==> config.mk <==
export PLATFORM = sky130hd
export DESIGN_NAME = charger_plug_detect
export DESIGN_NICKNAME = d
export VERILOG_FILES = /design/src/rtl/cpd_pkg.sv /design/src/rtl/charger_plug_detect.sv
export VERILOG_INCLUDE_DIRS = /design/src /design/src/rtl
export SDC_FILE = /design/constraint.sdc
export NUM_CORES = 1
export LEC_CHECK = 0
export ABC_CLOCK_PERIOD_IN_PS = 10800
export BUFFER_PORTS_ARGS = -buffer_cell sky130_fd_sc_hd__buf_4
export CAP_MARGIN = 25
export CORE_UTILIZATION = 61
export CTS_BUF_LIST = sky130_fd_sc_hd__clkbuf_16
export CTS_CLUSTER_SIZE = 16
export DETAILED_ROUTE_END_ITERATION = 6
export GPL_TIMING_DRIVEN = 0
export PLACE_DENSITY_LB_ADDON = 0.1
export SYNTH_ARGS = -nofsm -noshare
export SYNTH_HDL_FRONTEND = slang
export SYNTH_SLANG_ARGS = --single-unit
export TNS_END_PERCENT = 50
==> constraint.sdc <==
create_clock -name clk -period 10.8 [get_ports clk]
set_clock_uncertainty 0.2 [all_clocks]
set_input_delay 1.08 -clock clk [delete_from_list [all_inputs] [get_ports clk]]
set_output_delay 1.08 -clock clk [all_outputs]
set_load 0.03 [all_outputs]
==> src/rtl/charger_plug_detect_assert.svh <==
// assertion macros for the charger plug detector
// expects clk and rst_n in the including module's scope
`ifndef CHARGER_PLUG_DETECT_ASSERT_SVH
`define CHARGER_PLUG_DETECT_ASSERT_SVH

`ifndef NO_ASSERTIONS

`define CPD_ASSERT_IMPLIES(label, ante, cons) \
    label: assert property (@(posedge clk) disable iff (!rst_n) (ante) |-> (cons)) \
        else $error("implication failed");

`define CPD_ASSERT_NEXT(label, ante, cons) \
    label: assert property (@(posedge clk) disable iff (!rst_n) (ante) |=> (cons)) \
        else $error("next-cycle check failed");

`else

`define CPD_ASSERT_IMPLIES(label, ante, cons)

`define CPD_ASSERT_NEXT(label, ante, cons)

`endif

`endif

==> src/rtl/cpd_pkg.sv <==
// shared types and constants for the charger plug detector
// no dependencies
package cpd_pkg;

    localparam int CfgIdxW  = 3;
    localparam int CfgDataW = 16;
    localparam int ValW     = 16;
    localparam int DelayW   = 7;
    localparam int CntW     = 8;
    localparam int InDataW  = 88;
    localparam int OutDataW = 8;

    localparam logic signed [ValW-1:0] PackCurrentLimit = 16'sd1000;
    localparam logic [ValW-1:0]        UnplugVoltMargin = 16'd250;

    localparam logic [ValW-1:0]   SmallChgReset   = 16'd200;
    localparam logic [ValW-1:0]   OutChgReset     = 16'd50;
    localparam logic [ValW-1:0]   UnloadDisReset  = 16'd200;
    localparam logic [ValW-1:0]   VoltOffsetReset = 16'd1000;
    localparam logic [ValW-1:0]   HighVoltReset   = 16'd60000;
    localparam logic [DelayW-1:0] PluginReset     = 7'd50;
    localparam logic [DelayW-1:0] PlugoutReset    = 7'd50;

    typedef enum logic [CfgIdxW-1:0] {
        REG_SMALL_CHARGE_CURRENT     = 3'd0,
        REG_OUT_CHARGE_CURRENT       = 3'd1,
        REG_UNLOAD_DISCHARGE_CURRENT = 3'd2,
        REG_VOLTAGE_OFFSET           = 3'd3,
        REG_VALID_HIGH_VOLTAGE       = 3'd4,
        REG_PLUGIN_DELAY             = 3'd5,
        REG_PLUGOUT_DELAY            = 3'd6
    } cfg_reg_t;

    typedef struct packed {
        logic                   mt_plugin;
        logic                   ecu_plugin;
        logic [ValW-1:0]        stack_voltage;
        logic [ValW-1:0]        pack_voltage;
        logic signed [ValW-1:0] pack_current;
        logic [ValW-1:0]        discharge_current_avg;
        logic [ValW-1:0]        charge_current_avg;
        logic                   power_off;
    } tick_t;

    typedef struct packed {
        logic sleep_pause;
        logic wake_active;
        logic clear_faults;
        logic charger_error;
        logic plugged_in;
    } result_t;

endpackage

==> src/rtl/charger_plug_detect.sv <==
// charger plug-in / plug-out detector, one tick per input beat
// depends on cpd_pkg and charger_plug_detect_assert.svh
//
//  channel  | dir | handshake          | payload
//  s_*      | in  | s_tvalid/s_tready  | s_tdata: one 10 ms tick
//  m_*      | out | m_tvalid/m_tready  | m_tdata: one result per tick
//  cfg_*    | in  | cfg_valid/cfg_ready| cfg_index, cfg_data
//
// input beat to result passes the input register, then the whole
// tick update in one pass into the result register and the counters
// one beat per cycle sustained; s_tready drops only when both registers
// are full and m_tready is low
// rst_n clears control state, counters and registers to power-up values
// cfg_ready is always high
module charger_plug_detect (
    input  logic                          clk,
    input  logic                          rst_n,
    input  logic                          s_tvalid,
    output logic                          s_tready,
    // power_off, charge_current_avg, discharge_current_avg, pack_current,
    // pack_voltage, stack_voltage, ecu_plugin, mt_plugin, zero pad
    input  logic [cpd_pkg::InDataW-1:0]   s_tdata,
    output logic                          m_tvalid,
    input  logic                          m_tready,
    // plugged_in, charger_error, clear_faults, wake_active, sleep_pause, zero pad
    output logic [cpd_pkg::OutDataW-1:0]  m_tdata,
    input  logic                          cfg_valid,
    output logic                          cfg_ready,
    input  logic [cpd_pkg::CfgIdxW-1:0]   cfg_index,
    input  logic [cpd_pkg::CfgDataW-1:0]  cfg_data
);
    import cpd_pkg::*;

    `include "charger_plug_detect_assert.svh"

    localparam int TickW = $bits(tick_t);
    localparam int ResW  = $bits(result_t);

    // configuration
    logic [ValW-1:0]   small_chg_reg, out_chg_reg, unload_dis_reg;
    logic [ValW-1:0]   volt_offset_reg, high_volt_reg;
    logic [DelayW-1:0] plugin_delay_reg, plugout_delay_reg;

    // pipeline
    logic    in_valid_reg, out_valid_reg;
    tick_t   in_reg;
    result_t out_reg, res_next;
    logic    advance;

    // tick state
    logic            plugged_flag_reg, plugged_flag_next;
    logic            cleared_mark_reg, cleared_mark_next;
    logic [CntW-1:0] current_in_count_reg, current_in_count_next;
    logic [CntW-1:0] voltage_in_count_reg, voltage_in_count_next;
    logic [CntW-1:0] out_count_reg, out_count_next;
    logic [ValW-1:0] low_current_out_count_reg, low_current_out_count_next;
    logic [ValW-1:0] bad_charger_count_reg, bad_charger_count_next;

    // detector terms
    logic            cur_det, volt_det, high_volt, out_det, low_det;
    logic [CntW-1:0] plugin_x2, plugout_x2;
    logic [ValW:0]   stack_plus_offset, stack_plus_margin;

    assign advance   = in_valid_reg && (!out_valid_reg || m_tready);
    assign s_tready  = !in_valid_reg || advance;
    assign m_tvalid  = out_valid_reg;
    assign m_tdata   = {{(OutDataW-ResW){1'b0}}, out_reg};
    assign cfg_ready = 1'b1;

    always_ff @(posedge clk or negedge rst_n)
    begin
        if (!rst_n)
        begin
            small_chg_reg     <= SmallChgReset;
            out_chg_reg       <= OutChgReset;
            unload_dis_reg    <= UnloadDisReset;
            volt_offset_reg   <= VoltOffsetReset;
            high_volt_reg     <= HighVoltReset;
            plugin_delay_reg  <= PluginReset;
            plugout_delay_reg <= PlugoutReset;
        end
        else if (cfg_valid)
        begin
            case (cfg_index)
                REG_SMALL_CHARGE_CURRENT:     small_chg_reg     <= cfg_data;
                REG_OUT_CHARGE_CURRENT:       out_chg_reg       <= cfg_data;
                REG_UNLOAD_DISCHARGE_CURRENT: unload_dis_reg    <= cfg_data;
                REG_VOLTAGE_OFFSET:           volt_offset_reg   <= cfg_data;
                REG_VALID_HIGH_VOLTAGE:       high_volt_reg     <= cfg_data;
                REG_PLUGIN_DELAY:             plugin_delay_reg  <= cfg_data[DelayW-1:0];
                REG_PLUGOUT_DELAY:            plugout_delay_reg <= cfg_data[DelayW-1:0];
                default: ;
            endcase
        end
    end

    always_comb
    begin
        plugin_x2         = {plugin_delay_reg, 1'b0};
        plugout_x2        = {plugout_delay_reg, 1'b0};
        stack_plus_offset = {1'b0, in_reg.stack_voltage} + {1'b0, volt_offset_reg};
        stack_plus_margin = {1'b0, in_reg.stack_voltage} + {1'b0, UnplugVoltMargin};

        cur_det   = (in_reg.charge_current_avg > small_chg_reg)
                    || (in_reg.pack_current > PackCurrentLimit)
                    || in_reg.ecu_plugin;
        volt_det  = {1'b0, in_reg.pack_voltage} > stack_plus_offset;
        high_volt = in_reg.pack_voltage > high_volt_reg;
        out_det   = (in_reg.discharge_current_avg > unload_dis_reg)
                    || (in_reg.pack_voltage < {1'b0, in_reg.stack_voltage[ValW-1:1]})
                    || (!in_reg.ecu_plugin && (in_reg.charge_current_avg < small_chg_reg));
        low_det   = (in_reg.charge_current_avg < out_chg_reg)
                    && ({1'b0, in_reg.pack_voltage} < stack_plus_margin);

        plugged_flag_next          = plugged_flag_reg;
        cleared_mark_next          = cleared_mark_reg;
        current_in_count_next      = current_in_count_reg;
        voltage_in_count_next      = voltage_in_count_reg;
        out_count_next             = out_count_reg;
        low_current_out_count_next = low_current_out_count_reg;
        bad_charger_count_next     = bad_charger_count_reg;
        res_next                   = '0;

        if (!in_reg.power_off)
        begin
            if (!plugged_flag_reg)
            begin
                out_count_next = '0;
                if (cur_det)
                begin
                    current_in_count_next = (&current_in_count_reg) ? current_in_count_reg
                                            : current_in_count_reg + 1'b1;
                    if (current_in_count_next > plugin_x2)
                    begin
                        plugged_flag_next     = 1'b1;
                        res_next.clear_faults = 1'b1;
                    end
                    res_next.sleep_pause = 1'b1;
                end
                else
                begin
                    current_in_count_next = '0;
                end

                if (volt_det)
                begin
                    if (high_volt)
                    begin
                        bad_charger_count_next = (&bad_charger_count_reg)
                                                 ? bad_charger_count_reg
                                                 : bad_charger_count_reg + 1'b1;
                        // compare uses the count from before this tick
                        if (bad_charger_count_reg > {{(ValW-CntW){1'b0}}, plugin_x2})
                        begin
                            res_next.charger_error = 1'b1;
                            plugged_flag_next      = 1'b1;
                        end
                        // voltage count restarts from zero and counts this tick
                        voltage_in_count_next = {{(CntW-1){1'b0}}, 1'b1};
                    end
                    else
                    begin
                        bad_charger_count_next = '0;
                        voltage_in_count_next  = (&voltage_in_count_reg)
                                                 ? voltage_in_count_reg
                                                 : voltage_in_count_reg + 1'b1;
                    end
                    if (voltage_in_count_next > {1'b0, plugin_delay_reg})
                    begin
                        plugged_flag_next     = 1'b1;
                        res_next.clear_faults = 1'b1;
                        res_next.wake_active  = 1'b1;
                    end
                    res_next.sleep_pause = 1'b1;
                end
                else
                begin
                    voltage_in_count_next  = '0;
                    bad_charger_count_next = '0;
                end
            end
            else
            begin
                current_in_count_next = '0;
                if (out_det)
                begin
                    out_count_next = (&out_count_reg) ? out_count_reg : out_count_reg + 1'b1;
                    if (out_count_next > plugout_x2)
                        plugged_flag_next = 1'b0;
                end
                else
                begin
                    out_count_next = '0;
                end
                if (low_det)
                begin
                    low_current_out_count_next = (&low_current_out_count_reg)
                                                 ? low_current_out_count_reg
                                                 : low_current_out_count_reg + 1'b1;
                    if (low_current_out_count_next
                        > {{(ValW-DelayW){1'b0}}, plugout_delay_reg})
                        plugged_flag_next = 1'b0;
                end
                else
                begin
                    low_current_out_count_next = '0;
                end
            end

            // faults are cleared once per registered charger, on the mt line
            if (!plugged_flag_next)
            begin
                cleared_mark_next = 1'b0;
            end
            else if (!cleared_mark_reg && in_reg.mt_plugin)
            begin
                cleared_mark_next     = 1'b1;
                res_next.clear_faults = 1'b1;
            end
        end

        res_next.plugged_in = plugged_flag_next;
    end

    always_ff @(posedge clk or negedge rst_n)
    begin
        if (!rst_n)
        begin
            in_valid_reg              <= 1'b0;
            out_valid_reg             <= 1'b0;
            plugged_flag_reg          <= 1'b0;
            cleared_mark_reg          <= 1'b0;
            current_in_count_reg      <= '0;
            voltage_in_count_reg      <= '0;
            out_count_reg             <= '0;
            low_current_out_count_reg <= '0;
            bad_charger_count_reg     <= '0;
        end
        else
        begin
            if (s_tvalid && s_tready)
                in_valid_reg <= 1'b1;
            else if (advance)
                in_valid_reg <= 1'b0;

            if (advance)
                out_valid_reg <= 1'b1;
            else if (m_tready)
                out_valid_reg <= 1'b0;

            if (advance)
            begin
                plugged_flag_reg          <= plugged_flag_next;
                cleared_mark_reg          <= cleared_mark_next;
                current_in_count_reg      <= current_in_count_next;
                voltage_in_count_reg      <= voltage_in_count_next;
                out_count_reg             <= out_count_next;
                low_current_out_count_reg <= low_current_out_count_next;
                bad_charger_count_reg     <= bad_charger_count_next;
            end
        end
    end

    // payload registers
    always_ff @(posedge clk)
    begin
        if (s_tvalid && s_tready)
            in_reg <= tick_t'(s_tdata[TickW-1:0]);
        if (advance)
            out_reg <= res_next;
    end

    `CPD_ASSERT_IMPLIES(a_wake_clears, out_valid_reg && out_reg.wake_active, out_reg.clear_faults)
    `CPD_ASSERT_IMPLIES(a_err_plugged, out_valid_reg && out_reg.charger_error, out_reg.plugged_in)
    `CPD_ASSERT_IMPLIES(a_mark_needs_flag, cleared_mark_reg, plugged_flag_reg)
    `CPD_ASSERT_NEXT(a_flag_only_on_beat, !advance, $stable(plugged_flag_reg))

endmodule

## After elaboration in Yosys (flattened, before gate mapping)

Cells that the tools add are included.

- Register bits after elaboration: 242
- Output and inout bits: 11
- Logic and storage cells: 144
- Input port bits: 112

- Add/sub/neg operators: 7
- Bitwise logic cells: 4
- Reductions and logical operators: 38
- Multiplexer cells: 44
- Eq/ne operators: 8
- $lt $le $gt $ge: 14

Operator list:

| operator | count |
|---|---|
| $mux W8 | 12 |
| $mux W16 | 5 |
| $gt A16 B16 Y1 | 3 |
| $add A16 B1 Y16 const B | 2 |
| $lt A16 B16 Y1 | 2 |
| $reduce_and A16 Y1 | 2 |
| $add A8 B1 Y8 const B | 3 |
| $mux W1 | 24 |
| $reduce_and A8 Y1 | 3 |
| $add A16 B16 Y17 | 1 |
| $add A16 B8 Y17 const B | 1 |
| $gt A16 B17 Y1 | 1 |
| $lt A16 B17 Y1 | 1 |
| $gt A16 B11 Y1 const B | 1 |
| $gt A16 B7 Y1 | 1 |
| $gt A16 B8 Y1 | 1 |
| $gt A8 B8 Y1 | 2 |
| $lt A16 B15 Y1 | 1 |
| $reduce_and A2 Y1 | 8 |
| $eq A3 B3 Y1 const B | 3 |
| $reduce_and A3 Y1 | 3 |
| $gt A8 B7 Y1 | 1 |
| $eq A3 B2 Y1 const B | 2 |
| $logic_or A1 B1 Y1 | 6 |
| other kinds (14) | 26 |

## Longest topological paths before layout

- Depth after elaboration: 13
- Depth in mapped cells: 19
- Gate-level depth less buffers: 18

## Least setup slack after synthesis

No wires, ideal clock.

- Path type: register -> register
- Start point: reg volt_offset_reg[0]
- End point: reg out_reg, in the netlist m_tdata[2], data pin
- Clock period less this slack: 4.282 ns
- Arrival: 3.924 ns
- Stages on the path, launching flop included: 19
- Setup slack: 6.518 ns
- Path buffers: 0
- Setup time: 0.158 ns
- Required time: 10.442 ns
- Cells stage by stage: dfrtp_1 ha_1 fa_1 a211o_1 a2111o_1 nand4_2 a31oi_4 nand3_1 nand2_1 xnor2_1 ha_1 and3_1 nand3_1 nor4_1 or4_1 a211oi_4 o211a_1 o221ai_1 o211ai_1

- Cells in the longest elaborated chain, start to end: 6
- Elaborated cells between the ends (all ways): 9
- Classes of those cells: add/sub: 1; order compare: 1; mux: 7

Ends and longest elaborated chain:

| item | RTL line | text |
|---|---|---|
| start, declared | charger_plug_detect.sv:41 | `logic [ValW-1:0] volt_offset_reg, high_volt_reg;` |
| start signal, assigned | charger_plug_detect.sv:77 | `volt_offset_reg <= VoltOffsetReset;` |
| start signal, assigned | charger_plug_detect.sv:88 | `REG_VOLTAGE_OFFSET: volt_offset_reg <= cfg_data;` |
| $add A16 B16 Y17 (*) | charger_plug_detect.sv:101 | `stack_plus_offset = {1'b0, in_reg.stack_voltage} + {1'b0, volt_offset_reg};` |
| $gt A16 B17 Y1 (*) | charger_plug_detect.sv:107 | `volt_det = {1'b0, in_reg.pack_voltage} > stack_plus_offset;` |
| $mux W4 / $mux W1 (equally long branches) | charger_plug_detect.sv:145 | `if (volt_det)` |
| $mux W2 / $mux W1 (equally long branches) | charger_plug_detect.sv:126 | `if (!plugged_flag_reg)` |
| $mux W1 (on tied branches) | charger_plug_detect.sv:215, charger_plug_detect.sv:124 |  |
| $mux W1 (*) | charger_plug_detect.sv:211 | `if (!plugged_flag_next)` |
| end signal, assigned | charger_plug_detect.sv:270 | `out_reg <= res_next;` |
| end, declared | charger_plug_detect.sv:47 | `result_t out_reg, res_next;` |

Every way passes the cells marked *; elsewhere a longest branch is shown, timed or not. The select of a mux whose other input is x is not followed.
A chain may end at the register's enable or synchronous reset.

## Final worst setup path

- Start point: reg high_volt_reg[13]
- End point: reg out_reg, in the netlist m_tdata[2], data pin

- Cells in the longest elaborated chain, start to end: 11
- Elaborated cells between the ends (all ways): 16
- Classes of those cells: order compare: 2; mux: 14

Ends and longest elaborated chain:

| item | RTL line | text |
|---|---|---|
| start, declared | charger_plug_detect.sv:41 |  |
| start signal, assigned | charger_plug_detect.sv:78 | `high_volt_reg <= HighVoltReset;` |
| start signal, assigned | charger_plug_detect.sv:89 | `REG_VALID_HIGH_VOLTAGE: high_volt_reg <= cfg_data;` |
| $gt A16 B16 Y1 (*) | charger_plug_detect.sv:108 | `high_volt = in_reg.pack_voltage > high_volt_reg;` |
| $mux W8 | charger_plug_detect.sv:147 | `if (high_volt)` |
| $mux W8 | charger_plug_detect.sv:145 |  |
| $mux W8 | charger_plug_detect.sv:126 |  |
| $mux W8 | charger_plug_detect.sv:124 | `if (!in_reg.power_off)` |
| $gt A8 B7 Y1 | charger_plug_detect.sv:168 | `if (voltage_in_count_next > {1'b0, plugin_delay_reg})` |
| $mux W2 / $mux W1 (equally long branches) | charger_plug_detect.sv:168 |  |
| $mux W4 / $mux W1 (equally long branches) | charger_plug_detect.sv:145 |  |
| $mux W2 / $mux W1 (equally long branches) | charger_plug_detect.sv:126 |  |
| $mux W1 (on tied branches) | charger_plug_detect.sv:215, charger_plug_detect.sv:124 |  |
| $mux W1 (*) | charger_plug_detect.sv:211 |  |

Marks and branches as above.

==> results.cfg <==
[clocking]
cts_inserted_buffers = 27
cts_tree = built
clock_insertion_delay_worst_skew_ns = 0.54
postCtsSetupRepairBufs = 0
clock_edge_transition_at_the_registers_on_the_reported_setup_and_hold_paths_ns = 0.06
cts.path.max_buffers = 3
numClockSinks = 242
htree_num_levels = 1
ctsHoldBuffers = 0
post_cts_resized = 0
cts_root_buf = clkbuf_16

[placed_design]
placement.setup.worst_slack_ns = 5.84
dp.final_hpwl_um = 23800
portBuffers = 111
placedInstanceArea_um2 = 15400
routabilityCongestion = 0.862

[grt]
grt_overflow = 0
grt_antenna_before_repair = 0
first_global_vias = 10741
grt_util_all_layers = 0.274
grt_max_degree = 80
grt_pass1_wl_um = 52400

[drt]
postRouteWirelength_um = 31900
vias_per_cell = 5.90
drt_iter0_drc = 673
drtAntennaViolNets = 0
vias = 10729
detail_route.first_pass.iterations = 7
wl_per_cell_um = 17.5
drc_errors = 0

[timing]
fin_tns_setup_ns = 0
min_period_ns = 5.02
grt_setup_unrepaired = false
worst_slew_pin_slew_ns = 1.06
post-route-worst-setup-slack_ns = 5.78
timing.max_slew.rel_slack = 0.290
fmax_mhz = 199
post-route-period-util = 0.465
report.final.slew_viol_count = 0
fin_hold_ws_ns = 0.305
hold_viol = 0
timing.final.setup_violations = 0

[setup_path]
worst_path_buffer_plus_inverter_count = 2
worst_path_cell_trace = inv_1 -> ha_1 -> nand4_1 -> or2_2 -> nor3_1 -> a31oi_1 -> or2_2 -> clkbuf_1 -> nor2_1 -> ha_1 -> nor2b_1 -> o31ai_1 -> a21oi_1 -> o31ai_1 -> nand2_1 -> o211a_1 -> o221ai_1 -> o211ai_1
crit_family = simple AND/OR/NAND/NOR gates
critical_path_required_ns = 10.87
critical_path.endpoint_type = flip-flop
rr_worst_depth = 18
worst_path_max_delay_cell = dfstp_2
critPathArrivalTime_ns = 5.09
timing.critical_path.fanout_max = 10
crit_path_start = high_volt_reg[13]$_DFFE_PN1P_
worst-setup-path-type = reg2reg
regToRegStartpoint = high_volt_reg[13]$_DFFE_PN1P_
timing.critical_path.depth = 18
startpoint_type = flip-flop
max_stage_delay_ns = 0.52

[logic_synthesis]
ys_types = 70
synth.most_common_cell = ha_1
synth-seq-area-share = 0.461
ys_seq_elements = 242
synth_largest_type_area_fraction = 0.223
synth_ff_type = dfrtp_1
synth_edf_count = 88
synthCells = 1371
synth.area.top_cells = dfrtp_1 22%, edfxtp_1 19%, ha_1 15%
synthXorXnorAreaFrac = 0.0346
synth_top_area_cell = dfrtp_1
async_flop_share = 0.636
synth-warning-count = 0
fraction_of_the_mapped_netlist_area_in_simple_logic_gates = 0.143
post_synth.cell_area_avg_um2 = 10.3
post_synth_mux_area_share = 0.0306
synth-adder-area-share = 0.147
synthTopCellsByCount = 165 x ha_1, 129 x nand2_1, 126 x dfrtp_1
syn_std_cell_area_um2 = 14200
synth_compound_gate_area_share = 0.141
synth_top_family_by_area = adder cells

[job]
max-cap-violations = 0

[power_and_ir_drop]
power.total_w = 0.00277
p_per_area_nw_per_um2 = 171
internal_power_w = 0.00191
net_switching_fraction_of_the_power = 0.310
p_switching_w = 0.000860
combPwrFrac = 0.271
leakagePower_nw = 7.30
share_seq_of_total_power = 0.419
ir_drop_mv = 0.136
pwr-share-clk = 0.310

[die]
die_area_um2 = 23800
start_util = 0.624
design.portCount = 123
die_x_um = 154
fp.coreArea_um2 = 22700
die_y_um = 154
placementRows = 55

[hold_path]
holdCritStartpoint = plugout_delay_reg[2]$_DFFE_PN0P_
hold_path_depth = 1
hold_class = reg2reg

[final_layout]
num_antenna_cells = 0
post_route_cells_drive_above_1_share = 0.154
final_design_area_no_fill_um2 = 16200
design.final.nets = 1793
areaGrowthSynthToFinish_pct = 14.7
layout_filler_cell_count = 1651
largest_register_ff_count = 83

[status]
run_status = complete, no violations
## area by class of cell
class	instances	area, um^2	share of cell area
Tap cell	285	357	0.0220
Clock buffer	27	676	0.0416
Multi-Input combinational cell	982	7050	0.434
Timing Repair Buffer	113	892	0.0549
Inverter	111	417	0.0257
Sequential cell	242	6530	0.402
Buffer	38	176	0.0109
Clock inverter	22	144	0.00886
## layer usage
| metal | share of wire | wire, um | track usage |
|---|---|---|---|
| met1 | 0.44 | 14200 | 0.363 |
| met2 | 0.48 | 15300 | 0.467 |
| met3 | 0.050 | 1590 | 0.0381 |
| met4 | 0.028 | 903 | 0.0896 |
| met5 | 0 | 0 | 0 |
## layout by cell type, fill, tap and decap left out, types with 14 or more instances in the layout
cell type  synthesis  routed
a21o_1            24      24
mux2_2            34      34
nand3_1           44      44
nand4_1           41      41
nor2_1            71      71
nor3_1            26      26
ha_1             165     165
dfrtp_1          126     126
a21oi_1           61      61
xnor2_1           34      34
nor4_1            14      14
nand2_1          129     129
clkbuf_1          29      29
edfxtp_1          88      88
dfstp_2           28      28
buf_4              4     114
o21ai_0          114     114
clkbuf_16          0      27
inv_1            111     118
xor2_1            22      22
nor2b_1           17      17
## logic make-up after synthesis
kind of cell | after synthesis
simple gates | 406
compound gates | 311
flops | 242
fa+ha+maj | 166
buf+inv | 149
xor+xnor | 56
mux | 39
other cells | 2
## metrics by stage
step / std cells / utilization
floorplan: 1373 / -
global placement: 1769 / 0.676
detailed placement: 1771 / 0.679
CTS: 1820 / 0.715
global route: 1820 / 0.715
finish: 1820 / 0.715
## power by group through the flow
stage	Combinational [W]	Sequential, W	Clock (W)
2_1_floorplan	0.000534	0.00116	0
3_3_place_gp	0.000708	0.00117	0
3_5_place_dp	0.000744	0.00118	0
4_1_cts	0.000752	0.00116	0.000875
5_1_grt	0.000856	0.00117	0.000908
6_report	0.000752	0.00116	0.000860
## path summary, 6_finish.rpt
kind	to	slack (ns)
max in group asynchronous	small_chg_reg[7]$_DFFE_PN1P_	9.13
worst max register to register	m_tdata[2]$_SDFFCE_PP0P_	5.78
worst min register to register	plugout_delay_reg[2]$_DFFE_PN0P_	0.31
worst min-delay path	plugout_delay_reg[2]$_DFFE_PN0P_	0.31
worst max-delay path	m_tdata[2]$_SDFFCE_PP0P_	5.78
min in group asynchronous	voltage_in_count_reg[1]$_DFFE_PN0P_	0.39
(Power assumes the default switching activity.)
